$ cat config.mk
export PLATFORM = sky130hd
export DESIGN_NAME = two_axis_step_interpolator_unit
export DESIGN_NICKNAME = d
export VERILOG_FILES = /design/src/rtl/core/tsi_pkg.sv /design/src/rtl/core/tsi_axis.sv /design/src/rtl/core/two_axis_step_interpolator_unit.sv
export SDC_FILE = /design/constraint.sdc
export NUM_CORES = 1
export LEC_CHECK = 0
export BUFFER_PORTS_ARGS = -buffer_cell sky130_fd_sc_hd__buf_2
export CAP_MARGIN = 20
export CORE_MARGIN = 3
export CORE_UTILIZATION = 57
export CTS_CLUSTER_SIZE = 12
export DETAILED_ROUTE_END_ITERATION = 10
export PLACE_DENSITY = 0.82
export SLEW_MARGIN = 10
export SYNTH_ARGS = -nofsm -noshare
export SYNTH_HDL_FRONTEND = slang
export SYNTH_SLANG_ARGS = --single-unit
$ cat constraint.sdc
create_clock -name clk -period 9.05 [get_ports clk]
set_clock_uncertainty 0.15 [all_clocks]
set_input_delay 0.905 -clock clk [delete_from_list [all_inputs] [get_ports clk]]
set_output_delay 0.905 -clock clk [all_outputs]
set_load 0.05 [all_outputs]
$ cat src/rtl/core/tsi_pkg.sv
// ----------------------------------------------------------------------------
// tsi_pkg
// Shared types and constants for the two-axis step interpolator.
// ----------------------------------------------------------------------------
package tsi_pkg;

  localparam int DELTA_BITS = 24;
  localparam int MAG_BITS   = 23;
  localparam int DIFF_BITS  = 25;

  localparam logic [MAG_BITS-1:0] MAG_MAX = 23'h7f_ffff;

  typedef enum logic [1:0] {
    CMD_MOVE = 2'd0,
    CMD_TICK = 2'd1,
    CMD_HOME = 2'd2
  } cmd_t;

  typedef struct packed {
    logic load;
    logic home;
    logic tick;
  } axis_ctl_t;

endpackage

$ cat src/rtl/core/tsi_axis.sv
// ----------------------------------------------------------------------------
// tsi_axis
// One axis: step decision by a running cross-product error term, remaining
// step count, direction and wrapping position counter.
// ----------------------------------------------------------------------------
module tsi_axis #(
  parameter int POSITION_BITS = 24
) (
  input  logic                                   clk,
  input  logic                                   rst_n,
  input  tsi_pkg::axis_ctl_t                     ctl,
  input  logic signed [tsi_pkg::DELTA_BITS-1:0]  delta,
  input  logic [tsi_pkg::MAG_BITS-1:0]           major,
  output logic [tsi_pkg::MAG_BITS-1:0]           load_mag,
  output logic                                   step,
  output logic                                   dir_nxt,
  output logic [POSITION_BITS-1:0]               pos_nxt
);

  localparam int NW = ((POSITION_BITS > tsi_pkg::DELTA_BITS) ?
                       POSITION_BITS : tsi_pkg::DELTA_BITS) + 1;
  localparam logic signed [NW-1:0] SAT_HI = NW'(tsi_pkg::MAG_MAX);
  localparam logic signed [NW-1:0] SAT_LO = -SAT_HI;
  localparam logic [tsi_pkg::DELTA_BITS-1:0] DELTA_MIN =
    {1'b1, {(tsi_pkg::DELTA_BITS-1){1'b0}}};

  logic [tsi_pkg::MAG_BITS-1:0]          remaining_r;
  logic [tsi_pkg::MAG_BITS-1:0]          total_r;
  logic signed [tsi_pkg::DIFF_BITS-1:0]  diff_r;
  logic                                  dir_r;
  logic [POSITION_BITS-1:0]              pos_r;

  logic signed [NW-1:0]                  pos_ext;
  logic signed [NW-1:0]                  pos_neg;
  logic signed [NW-1:0]                  pos_sat;
  logic signed [tsi_pkg::DELTA_BITS-1:0] sel_delta;
  logic [tsi_pkg::DELTA_BITS-1:0]        neg_delta;
  logic signed [tsi_pkg::DIFF_BITS-1:0]  diff_nxt;

  // home target: negated position, clamped to +/-MAG_MAX
  always_comb begin
    pos_ext = {{(NW-POSITION_BITS){pos_r[POSITION_BITS-1]}}, pos_r};
    pos_neg = -pos_ext;
    if (pos_neg > SAT_HI) begin
      pos_sat = SAT_HI;
    end else if (pos_neg < SAT_LO) begin
      pos_sat = SAT_LO;
    end else begin
      pos_sat = pos_neg;
    end
    sel_delta = ctl.home ? pos_sat[tsi_pkg::DELTA_BITS-1:0] : delta;
    neg_delta = -sel_delta;
    if (!sel_delta[tsi_pkg::DELTA_BITS-1]) begin
      load_mag = sel_delta[tsi_pkg::MAG_BITS-1:0];
    end else if (sel_delta == DELTA_MIN) begin
      load_mag = tsi_pkg::MAG_MAX;
    end else begin
      load_mag = neg_delta[tsi_pkg::MAG_BITS-1:0];
    end
  end

  // diff tracks remaining*major - index*total
  always_comb begin
    step     = ctl.tick && (remaining_r != '0) && !diff_r[tsi_pkg::DIFF_BITS-1];
    diff_nxt = diff_r + tsi_pkg::DIFF_BITS'(total_r)
               - (step ? tsi_pkg::DIFF_BITS'(major) : '0);
    dir_nxt  = ctl.load ? (!sel_delta[tsi_pkg::DELTA_BITS-1] && (sel_delta != '0))
                        : dir_r;
    if (step) begin
      pos_nxt = dir_r ? pos_r + 1'b1 : pos_r - 1'b1;
    end else begin
      pos_nxt = pos_r;
    end
  end

  always_ff @(posedge clk) begin
    if (!rst_n) begin
      dir_r       <= 1'b0;
      pos_r       <= '0;
      remaining_r <= '0;
      total_r     <= '0;
      diff_r      <= '0;
    end else begin
      dir_r <= dir_nxt;
      pos_r <= pos_nxt;
      if (ctl.load) begin
        remaining_r <= load_mag;
        total_r     <= load_mag;
        diff_r      <= tsi_pkg::DIFF_BITS'(load_mag);
      end else if (ctl.tick && (remaining_r != '0)) begin
        diff_r <= diff_nxt;
        if (step) begin
          remaining_r <= remaining_r - 1'b1;
        end
      end
    end
  end

endmodule

$ cat src/rtl/core/two_axis_step_interpolator_unit.sv
// ----------------------------------------------------------------------------
// two_axis_step_interpolator_unit
// Two-axis linear step interpolator with move, tick and home commands.
// The command is registered in the s1 registers, the result in the output register.
// Throughput: one transaction per cycle unless out_stall holds the output;
// the per-axis error update and position counters are combinational.
// Reset: synchronous active-low; idle, positions and directions cleared.
// ----------------------------------------------------------------------------
module two_axis_step_interpolator_unit #(
  parameter int POSITION_BITS = 24
) (
  input  logic                                   clk,
  input  logic                                   rst_n,
  input  logic                                   in_valid,
  output logic                                   in_stall,
  input  logic [1:0]                             in_command,
  input  logic signed [tsi_pkg::DELTA_BITS-1:0]  in_delta_x,
  input  logic signed [tsi_pkg::DELTA_BITS-1:0]  in_delta_y,
  output logic                                   out_valid,
  input  logic                                   out_stall,
  output logic                                   out_step_x,
  output logic                                   out_dir_x,
  output logic                                   out_step_y,
  output logic                                   out_dir_y,
  output logic signed [tsi_pkg::DELTA_BITS-1:0]  out_position_x,
  output logic signed [tsi_pkg::DELTA_BITS-1:0]  out_position_y,
  output logic                                   out_busy_res,
  output logic                                   out_accepted
);

  logic                                  s1_valid_r;
  logic [1:0]                            s1_cmd_r;
  logic signed [tsi_pkg::DELTA_BITS-1:0] s1_dx_r;
  logic signed [tsi_pkg::DELTA_BITS-1:0] s1_dy_r;

  logic                                  active_r;
  logic [tsi_pkg::MAG_BITS-1:0]          major_r;
  logic [tsi_pkg::MAG_BITS-1:0]          index_r;

  logic                                  adv;
  logic                                  is_load;
  logic                                  is_home;
  logic                                  is_tick;
  tsi_pkg::axis_ctl_t                    ctl;
  logic [tsi_pkg::MAG_BITS-1:0]          mag_x;
  logic [tsi_pkg::MAG_BITS-1:0]          mag_y;
  logic [tsi_pkg::MAG_BITS-1:0]          major_new;
  logic                                  step_x;
  logic                                  step_y;
  logic                                  dir_x_nxt;
  logic                                  dir_y_nxt;
  logic [POSITION_BITS-1:0]              pos_x_nxt;
  logic [POSITION_BITS-1:0]              pos_y_nxt;
  logic                                  active_nxt;

  assign adv      = s1_valid_r && (!out_valid || !out_stall);
  assign in_stall = s1_valid_r && !adv;

  always_comb begin
    is_load = 1'b0;
    is_home = 1'b0;
    is_tick = 1'b0;
    unique case (s1_cmd_r)
      tsi_pkg::CMD_MOVE: is_load = adv && !active_r;
      tsi_pkg::CMD_HOME: begin
        is_load = adv && !active_r;
        is_home = 1'b1;
      end
      tsi_pkg::CMD_TICK: is_tick = adv && active_r;
      default: ;
    endcase
    ctl.load  = is_load;
    ctl.home  = is_home;
    ctl.tick  = is_tick;
    major_new = (mag_x > mag_y) ? mag_x : mag_y;
    if (is_load) begin
      active_nxt = (major_new != '0);
    end else if (is_tick && (index_r == '0)) begin
      active_nxt = 1'b0;
    end else begin
      active_nxt = active_r;
    end
  end

  tsi_axis #(.POSITION_BITS(POSITION_BITS)) u_axis_x (
    .clk      (clk),
    .rst_n    (rst_n),
    .ctl      (ctl),
    .delta    (s1_dx_r),
    .major    (major_r),
    .load_mag (mag_x),
    .step     (step_x),
    .dir_nxt  (dir_x_nxt),
    .pos_nxt  (pos_x_nxt)
  );

  tsi_axis #(.POSITION_BITS(POSITION_BITS)) u_axis_y (
    .clk      (clk),
    .rst_n    (rst_n),
    .ctl      (ctl),
    .delta    (s1_dy_r),
    .major    (major_r),
    .load_mag (mag_y),
    .step     (step_y),
    .dir_nxt  (dir_y_nxt),
    .pos_nxt  (pos_y_nxt)
  );

  always_ff @(posedge clk) begin
    if (!rst_n) begin
      s1_valid_r <= 1'b0;
      out_valid  <= 1'b0;
      active_r   <= 1'b0;
      major_r    <= '0;
      index_r    <= '0;
    end else begin
      if (in_valid && !in_stall) begin
        s1_valid_r <= 1'b1;
      end else if (adv) begin
        s1_valid_r <= 1'b0;
      end
      if (adv) begin
        out_valid <= 1'b1;
      end else if (!out_stall) begin
        out_valid <= 1'b0;
      end
      active_r <= active_nxt;
      if (is_load) begin
        major_r <= major_new;
        index_r <= (major_new != '0) ? major_new - 1'b1 : '0;
      end else if (is_tick && (index_r != '0)) begin
        index_r <= index_r - 1'b1;
      end
    end
  end

  always_ff @(posedge clk) begin
    if (in_valid && !in_stall) begin
      s1_cmd_r <= in_command;
      s1_dx_r  <= in_delta_x;
      s1_dy_r  <= in_delta_y;
    end
    if (adv) begin
      out_step_x     <= step_x;
      out_dir_x      <= dir_x_nxt;
      out_step_y     <= step_y;
      out_dir_y      <= dir_y_nxt;
      out_position_x <= tsi_pkg::DELTA_BITS'(pos_x_nxt);
      out_position_y <= tsi_pkg::DELTA_BITS'(pos_y_nxt);
      out_busy_res   <= active_nxt;
      out_accepted   <= is_load;
    end
  end

endmodule

Word level (Yosys, flattened, before mapping):

Index checks and enable logic that the tools add are counted.
W data, S select, Z words.

* register bits after elaboration: 345
* latch bits: 0
* memory bits (writable): 0
* ROM bits: 0
* memories kept: 0

* $add $sub $neg: 16
* multiply operators: 0
* div/mod/pow operators: 0
* $lt $le $gt $ge: 5
* equality and inequality tests: 5
* shift operators: 0
* multiplexer cells: 41
* bitwise logic cells: 1
* reduce and logical (&&, ||, !) cells: 41

Operators by type and width (count)
* $mux W23: 20
* $mux W24: 10
* $reduce_bool A23 Y1: 4
* $sub A23 B1 Y23 const B: 4
* $add A25 B23 Y25: 2
* $gt A25 B24 Y1 const B: 2
* $lt A25 B24 Y1 const B: 2
* $neg A24 Y25: 2
* $sub A25 B23 Y25: 2
* $add A24 B1 Y24 const B: 2
* $eq A24 B24 Y1 const B: 2
* $reduce_bool A24 Y1: 2
* $sub A24 B1 Y24 const B: 2
* $neg A23 Y23: 2
* $gt A23 B23 Y1: 1
* $logic_not A23 Y1: 1
* $logic_and A1 B1 Y1: 13
* $reduce_bool A2 Y1: 6
* $mux W1: 11
* $logic_not A1 Y1: 9
* $reduce_and A2 Y1: 2
* $reduce_or A2 Y1: 2
* $eq A2 B1 Y1 const B: 1
* $eq A2 B2 Y1 const B: 1
* other kinds (4): 4

Longest topological paths before layout:

Gate-level depths: netlist (run 1).

* word-level depth: 13
* depth in mapped cells: 42

Cells and area by module:

From an unflattened synthesis (run 1), not the netlist that was laid out.

* cell total of the unflattened synthesis: 3143
* area total of the unflattened synthesis: 25949.9 um2

By module, submodules not included
* tsi_axis at u_axis_y: times used 1, cells an instance 1285, area an instance 9565.4 um2, sequential area each 1921.8 um2
* tsi_axis at u_axis_x: times used 1, cells an instance 1240, area an instance 9278.9 um2, sequential area each 1921.8 um2
* two_axis_step_interpolator_unit: times used 1, cells an instance 618, area an instance 7105.6 um2, sequential area each 4103.9 um2

Least setup slack after synthesis (run 1):

No wires, ideal clock.

* path kind: flip-flop to flip-flop
* from: register u_axis_x.pos_r[0]
* to: register index_r[14] in the netlist's numbering
* setup time: 0.122 ns
* arrival time: 8.271 ns
* required time: 8.778 ns
* path slack: 0.507 ns
* cell stages (with the launch flop): 39
* buffers on the path: 5
* period minus slack after synthesis: 8.543 ns
* cell sequence: dfxtp_1 clkbuf_1 inv_1 ha_1 nor4b_4 nand4_2 xor2_1 or4_1 or4_4 nand3_1 nand2_1 o21ai_0 ha_1 inv_1 nor2_1 and2_1 and3_1 buf_2 [... 3 more ...] nor2b_1 o21a_1 o21a_1 o21a_1 o211ai_1 a21boi_0 o211ai_1 and2_1 clkbuf_1 clkbuf_1 mux2i_1 ha_1 nand4b_1 or3_1 buf_2 or4_1 a41oi_1 a211oi_1

* longest elaborated chain between the ends: 13

Ends and longest elaborated chain
* start: declaration: RTL line tsi_axis.sv:31 `logic [POSITION_BITS-1:0] pos_r;`
* start signal: assignment: RTL line tsi_axis.sv:85 `pos_r <= pos_nxt;`
* $neg A24 Y25 *: RTL line tsi_axis.sv:43 `pos_neg = -pos_ext;`
* $lt A25 B24 Y1: RTL line tsi_axis.sv:46 `end else if (pos_neg < SAT_LO) begin`
* $mux W24: RTL line tsi_axis.sv:46
* $mux W24 *: RTL line tsi_axis.sv:44 `if (pos_neg > SAT_HI) begin`
* $mux W24 *: RTL line tsi_axis.sv:51 `sel_delta = ctl.home ? pos_sat[tsi_pkg::DELTA_BITS-1:0] : delta;`
* $neg A23 Y23 or $eq A24 B24 Y1 (tied branches): RTL line tsi_axis.sv:52, tsi_axis.sv:55
* $mux W23: RTL line tsi_axis.sv:55 `end else if (sel_delta == DELTA_MIN) begin`
* $mux W23 *: RTL line tsi_axis.sv:53 `if (!sel_delta[tsi_pkg::DELTA_BITS-1]) begin`
* net mag_x, one bit: RTL line two_axis_step_interpolator_unit.sv:45 `logic [tsi_pkg::MAG_BITS-1:0] mag_x;`
* $gt A23 B23 Y1: RTL line two_axis_step_interpolator_unit.sv:75 `major_new = (mag_x > mag_y) ? mag_x : mag_y;`
* $mux W23 *: RTL line two_axis_step_interpolator_unit.sv:75
* $sub A23 B1 Y23 or $reduce_bool A23 Y1 (tied branches): RTL line two_axis_step_interpolator_unit.sv:130 `index_r <= (major_new != '0) ? major_new - 1'b1 : '0;`
* $mux W23 *: RTL line two_axis_step_interpolator_unit.sv:130
* $mux W23 *: RTL line two_axis_step_interpolator_unit.sv:128 `if (is_load) begin`
* end signal: assignment: RTL line two_axis_step_interpolator_unit.sv:130
* end signal: assignment: RTL line two_axis_step_interpolator_unit.sv:132 `index_r <= index_r - 1'b1;`
* end: declaration: RTL line two_axis_step_interpolator_unit.sv:38 `logic [tsi_pkg::MAG_BITS-1:0] index_r;`

Mark *: on every way through the listed nets, which the timed path passes. The rest lies on a longest branch.
A chain may end at the register's enable or synchronous reset.

Worst setup path in the final report (run 1):

* from: register u_axis_x.pos_r[0]
* to: register index_r[20] in the netlist's numbering

Same word-level chain as after synthesis.

==> impl_metrics.tcl, run 1 <==
set metrics [dict create \
    cpPeakStageDelay_ns 0.57 \
    drcViolationCount 0 \
    cap_violations 0 \
    diodes 0 \
    timing.final.ws_setup_ns 0.556 \
    status "complete, no violations" \
    crit_arrival_ns 8.76 \
    clockBufferDepth 3 \
    post_drt_wl_per_cell_microns 21.2 \
    placed_cell_area_sq_um 26200 \
    final_cell_area_sq_um 27500 \
    crit_path_end_kind "flip-flop" \
    ys_warn_count 0 \
    overflow 0 \
    fp.dieW_microns 215 \
    routed_via_density 6.25 \
    n_fill_cell 3715 \
    p_int_uw 3200 \
    setup_viol 0 \
    grt_pass1_wl_microns 124000 \
    synthArstFlopShare_pct 0 \
    p_comb_share_pct 33.2 \
    ys_ff_latch 345 \
    endpoint "index_r[20]$_SDFFE_PN0P_" \
    hold_viol_final 0 \
    reg2reg_to "index_r[20]$_SDFFE_PN0P_" \
    r2r_cells 32 \
    p_switching_uw 1740 \
    gp_congestion 1.02 \
    clockRootBuffer "clkbuf_16" \
    cpMaxStageDelayCell "or4_1" \
    drt_iter0_markers 2040 \
    max_slew.worst_pin.slew_ns 1.08 \
    path_common_cell "a21o_1" \
    vias 23300 \
    powerDensity_nw_per_um2 180 \
    die_y_microns 215 \
    grt_pass1_vias 22400 \
    relSlewSlack_pct 27.7 \
    cts_sinks 345 \
    grt_max_degree 89 \
    die_area_sq_um 46300 \
    fin_crit_ns 8.49 \
    synthesis.instances 3032 \
    synthDistinctLibCells 118 \
    fmax_ghz 0.118 \
    cp-start-kind "flip-flop" \
    critPathLaunch "u_axis_x.pos_r[0]$_SDFF_PN0_" \
    place_hpwl_microns 59400 \
    antenna_found_initial 0 \
    fin_nets 3346 \
    clkPwrFrac_pct 31.8 \
    ant_nets 0 \
    synth-edff-count 104 \
    required_ns 9.31 \
    cts_tree "yes" \
    fp-row-count 76 \
    synth_ff_type "dfxtp_1" \
    yosysSeqAreaShare_pct 31.8 \
    min_path_type "flip-flop to flip-flop" \
    slew_viol_final 0 \
    coreArea_sq_um 43200 \
    pre_cts_ws_ns 0.463 \
    syn-cell-area_sq_um 25000 \
    htreeDepth 2 \
    layout-drive-gt1-share_pct 11.1 \
    clkTransAtPathRegs_ns 0.06 \
    final_util_pct 63.7 \
    place.port_buffers 109 \
    reg2reg_from "u_axis_x.pos_r[0]$_SDFF_PN0_" \
    sw_frac_of_total_pct 35.2 \
    min_period_over_period_pct 93.9 \
    worstSkewPairLatency_ns 0.58 \
    critical_path_class "flip-flop to flip-flop" \
    cts_buffers 38 \
    cp_max_fo 13 \
    p_seq_share_pct 35.0 \
    wl_microns 78900 \
    start_util_pct 57.8 \
    syn_nets 3263 \
    io_pins 110 \
    grt_usage_pct 33.4 \
    synth_area_per_cell_sq_um 8.23 \
    rrSetupSlack_ns 0.56 \
    area_growth_syn_to_layout_pct 10.2 \
    leakagePower_uw 0.0115 \
    drt_pass1_iterations 6 \
    peakVddDrop_v 0.000237 \
]
==> how the worst min path moves through the flow <==
stage | slack [ns] | cells after the start | endpoint | start
final | 0.31 | 2 | u_axis_y.total_r[18]$_SDFFE_PN0P_ | u_axis_y.total_r[18]$_SDFFE_PN0P_
after global routing | 0.32 | 2 | u_axis_y.total_r[18]$_SDFFE_PN0P_ | u_axis_y.total_r[18]$_SDFFE_PN0P_
after floorplan | 0.28 | 2 | major_r[10]$_SDFFE_PN0P_ | major_r[10]$_SDFFE_PN0P_
after CTS | 0.31 | 2 | u_axis_y.total_r[18]$_SDFFE_PN0P_ | u_axis_y.total_r[18]$_SDFFE_PN0P_
after detailed placement | 0.30 | 2 | u_axis_y.total_r[18]$_SDFFE_PN0P_ | u_axis_y.total_r[18]$_SDFFE_PN0P_
after global placement | 0.29 | 2 | u_axis_y.total_r[1]$_SDFFE_PN0P_ | u_axis_y.total_r[1]$_SDFFE_PN0P_
==> final cells by class <==
| class | instances | area, sq um | area share, % |
|---|---|---|---|
| clock buffers | 57 | 1090 | 3.98 |
| well taps | 585 | 732 | 2.66 |
| clock inverters | 10 | 153 | 0.555 |
| inverters | 264 | 991 | 3.60 |
| repair buffers | 181 | 1100 | 3.99 |
| multi-input cells | 2285 | 15500 | 56.3 |
| flip-flops and latches | 345 | 7950 | 28.9 |
==> cells by family after synthesis <==
family | count (synthesis) | synth area share [%]
xor gates and xnor gates | 183 | 6.42
adders and majority gates | 177 | 10.3
DFF | 345 | 31.8
muxes | 33 | 1.37
buffers and inverters | 402 | 6.31
and+or+nand+nor | 1080 | 22.7
AOI/OAI and AO/OA | 812 | 21.0
==> worst max-delay path: cells and delay by family, from the launching register on <==
family          cells  cell delay, ns
compound gates     13            2.52
xor+xnor            1            0.26
fa+ha+maj           3            0.84
buf+inv             2            0.21
flops               1            0.45
mux                 1            0.26
simple gates       12            3.63
==> power groups by stage <==
stage | logic (uW) | clock network, uW | registers, uW
floorplan | 1100 | 0 | 1770
global placement | 1560 | 0 | 1760
detailed placement | 1580 | 0 | 1760
CTS | 1600 | 1590 | 1730
global route | 1780 | 1660 | 1730
finish | 1640 | 1570 | 1730
==> state kept, by name, indices dropped and copies added (netlist names), 2 cells and up <==
signal,count
out_position_x,24
s1_dx_r,24
index_r,23
s1_cmd_r,2
out_position_y,24
u_axis_y.remaining_r,23
u_axis_y.pos_r,24
u_axis_y.total_r,23
u_axis_x.diff_r,25
s1_dy_r,24
u_axis_x.total_r,23
major_r,23
u_axis_x.pos_r,24
u_axis_x.remaining_r,23
u_axis_y.diff_r,25
==> layout by cell type, fill, tap and decap left out, drive strengths merged, types with 46 or more instances in the layout <==
| cell type | n |
|---|---|
| nand2 | 275 |
| inv | 263 |
| a21oi | 249 |
| dfxtp | 241 |
| nor2 | 235 |
| o21ai | 201 |
| buf | 181 |
| ha | 129 |
| xnor2 | 115 |
| and2 | 106 |
| edfxtp | 104 |
| nor3 | 95 |
| nand3 | 73 |
| xor2 | 68 |
| clkbuf | 57 |
| fa | 48 |
| or3 | 46 |
==> cell usage after synthesis (15+ instances only) <==
cell type / n / share of area, %
o31ai_1: 23 / 0.69
and3_1: 21 / 0.53
inv_1: 261 / 3.9
mux2i_1: 23 / 0.92
or3_1: 45 / 1.1
fa_1: 48 / 3.9
nand3_1: 70 / 1.4
a211oi_1: 23 / 0.69
xor2_1: 68 / 2.4
dfxtp_1: 241 / 19
xnor2_1: 115 / 4.0
nand4_1: 36 / 0.90
buf_2: 22 / 0.44
o211ai_1: 15 / 0.45
nor2_1: 233 / 3.5
edfxtp_1: 104 / 13
or2_2: 28 / 0.70
a21oi_1: 245 / 4.9
nand2_1: 272 / 4.1
o21ai_0: 188 / 3.8
nor3_1: 88 / 1.8
o22ai_1: 25 / 0.63
clkbuf_1: 101 / 1.5
a21o_1: 39 / 1.2
ha_1: 129 / 6.5
nor4_1: 30 / 0.75
a31oi_1: 45 / 1.1
nand2b_1: 27 / 0.68
nor2b_1: 21 / 0.53
or4_1: 20 / 0.60
a41oi_1: 15 / 0.53
o21a_1: 19 / 0.57
and2_1: 104 / 2.6
==> stage by stage <==
step	TNS, ns	hold WS [ns]	instances	total power [uW]
finish	0	0.305	3727	4940
global route	-0.000932	0.323	3727	5170
CTS	0	0.307	3721	4920
detailed placement	0	0.299	3654	3340
global placement	0	0.293	3654	3310
floorplan	0	0.280	3032	2860
==> metal layers <==
layer	vias up	wire, microns	GRT usage (%)
met5	-	0	0
met4	0	4150	16.3
met3	211	5610	4.68
met2	1005	35000	52.5
met1	11100	34200	45.6
li1	11000	-	-
==> timing repair <==
action | 4_1_cts | 5_1_grt
hold endpoints to repair | 0 | 0
endpoints found under the setup margin | 0 | 25
buffers inserted | 0 | 6
resized for setup | 0 | 7
hold buffers | 0 | 0
Note: power is estimated with default switching activity, not from simulation.
==> run 2, diff against run 1 <==
CORE_UTILIZATION = 35   (was 57)
CTS_BUF_LIST = sky130_fd_sc_hd__clkbuf_16   (was unset)
GPL_TIMING_DRIVEN = 0   (was unset)
PLACE_DENSITY = 0.56   (was 0.82)
==> run 2 against run 1 <==
Sequential power about the same. Flip-flop and latch count unchanged. Cell count up 12%. Clock power about the same. Worst hold slack better by 0.0042 ns. Largest cell class unchanged.
==> impl_metrics.tcl, run 2 (synthesis results as in run 1) <==
set metrics [dict create \
    relSlewSlack_pct 19.1 \
    critical_path_class "flip-flop to flip-flop" \
    fmax_ghz 0.113 \
    n_fill_cell 7364 \
    leakagePower_uw 0.0117 \
    rsz0062_at_grt "yes" \
    fin_nets 3445 \
    most-common-layout-cells "nand2_1 (270), inv_1 (263), a21oi_1 (244)" \
    cap_violations 0 \
    slew_viol_final 0 \
    routed_via_density 5.59 \
    required_ns 9.36 \
    io_pins 110 \
    hp-start "u_axis_y.total_r[1]$_SDFFE_PN0P_" \
    hold_slack_ns 0.309 \
    grt_pass1_vias 22000 \
    cts_tree "yes" \
    top_regs "u_axis_x.diff_r: 25 flops, u_axis_y.diff_r: 25 flops" \
    peakVddDrop_v 0.000139 \
    reg2reg_to "index_r[14]$_SDFFE_PN0P_" \
    antenna_found_initial 0 \
    cts_buffers 41 \
    finalSetupTns_ns 0 \
    die_y_microns 273 \
    clkTransAtPathRegs_ns 0.06 \
    cpPeakStageDelay_ns 0.73 \
    place.port_buffers 108 \
    timing.final.ws_setup_ns 0.209 \
    min_path_cells 2 \
    pre_cts_ws_ns -2.30 \
    diodes 0 \
    drt_pass1_iterations 7 \
    rrSetupSlack_ns 0.21 \
    crit_arrival_ns 9.16 \
    die_area_sq_um 74500 \
    coreArea_sq_um 70400 \
    ant_nets 0 \
    post_drt_wl_per_cell_microns 21.2 \
    fp.dieW_microns 273 \
    gp_congestion 0.969 \
    powerDensity_nw_per_um2 176 \
    drcViolationCount 0 \
    cts_sinks 345 \
    r2r_cells 36 \
    clockRootBuffer "clkbuf_16" \
    crit_path_end_kind "flip-flop" \
    reg2reg_from "u_axis_x.pos_r[7]$_SDFF_PN0_" \
    setup_viol 0 \
    min_to "u_axis_y.total_r[1]$_SDFFE_PN0P_" \
    cp-start-kind "flip-flop" \
    cp_max_fo 10 \
    fin_crit_ns 8.84 \
    grt_usage_pct 23.2 \
    vias 23400 \
    grt_max_degree 51 \
    area_growth_syn_to_layout_pct 14.6 \
    min_path_type "flip-flop to flip-flop" \
    htreeDepth 2 \
    layout-drive-gt1-share_pct 12.2 \
    place_hpwl_microns 69000 \
    mostFrequentLayoutCell "nand2_1" \
    hold_viol_final 0 \
    max_slew.worst_pin.slew_ns 1.20 \
    clockBufferDepth 3 \
    overflow 0 \
    cpMaxStageDelayCell "o21ai_1" \
    path_common_cell "clkbuf_4" \
    fp-row-count 97 \
    p_total_uw 5020 \
    grt_pass1_wl_microns 134000 \
    worstSkewPairLatency_ns 0.59 \
    drt_iter0_markers 2264 \
    wl_microns 88900 \
    status "complete, no violations" \
    start_util_pct 35.5 \
    min_period_over_period_pct 97.7 \
]
-- run 2: area by class of cell --
type	count	area [sq um]	area share [%]
clock inverters	30	194	0.678
plain buffers	135	619	2.16
clock buffers	43	1080	3.76
flip-flops and latches	345	7950	27.8
multi-input cells	2285	15800	55.1
repair buffers	142	830	2.90
well taps	940	1180	4.11
inverters	264	997	3.49
-- run 2: per-layer routing --
layer / part of all wire, % / GRT usage (%) / vias to the layer above / wire, microns
li1: - / - / 11200 / -
met3: 7.2 / 3.65 / 182 / 6410
met2: 45 / 37.2 / 889 / 39700
met5: 0 / 0 / - / 0
met4: 4.1 / 8.68 / 0 / 3640
met1: 44 / 31.4 / 11100 / 39200
-- run 2: how the worst max path moves through the flow --
stage	startpoint	end
after floorplan	u_axis_x.pos_r[0]$_SDFF_PN0_	index_r[14]$_SDFFE_PN0P_
after global placement	u_axis_x.pos_r[0]$_SDFF_PN0_	out_busy_res$_DFFE_PP_
after detailed placement	u_axis_x.pos_r[0]$_SDFF_PN0_	out_busy_res$_DFFE_PP_
after CTS	u_axis_y.pos_r[0]$_SDFF_PN0_	index_r[14]$_SDFFE_PN0P_
after global routing	u_axis_x.pos_r[0]$_SDFF_PN0_	index_r[14]$_SDFFE_PN0P_
final	u_axis_x.pos_r[7]$_SDFF_PN0_	index_r[14]$_SDFFE_PN0P_
-- run 2: stage by stage --
stage / cells / area (sq um) / utilization [%]
final: 4184 / 28600 / 40.6
after global routing: 4184 / 28600 / 40.6
after CTS: 4172 / 28300 / 40.3
after detailed placement: 4082 / 26700 / 38.0
after global placement: 4080 / 26700 / 37.9
after floorplan: 3032 / 25000 / -
-- run 2: what timing repair did --
action                                  4_1_cts  5_1_grt
buffers inserted                             17       14
hold buffers                                  0        0
endpoints found under the setup margin       43       32
cloned                                        0        1
pin swaps                                     9       10
gates resized for setup                      49       49
-- run 2: power by group --
part	switching (uW)	leakage, uW	internal (uW)
logic	1090	0.00811	614
registers	54.7	0.00298	1670
clock network	704	0.000651	893
total	1850	0.0117	3180
-- run 2: worst max-delay path: cells and delay by family, from the launching register on --
family                     cells  cell delay [ns]
adders and majority gates      3             0.70
AOI/OAI and AO/OA              7             1.85
DFF                            1             0.31
buffers and inverters          9             1.53
and+or+nand+nor               17             4.17
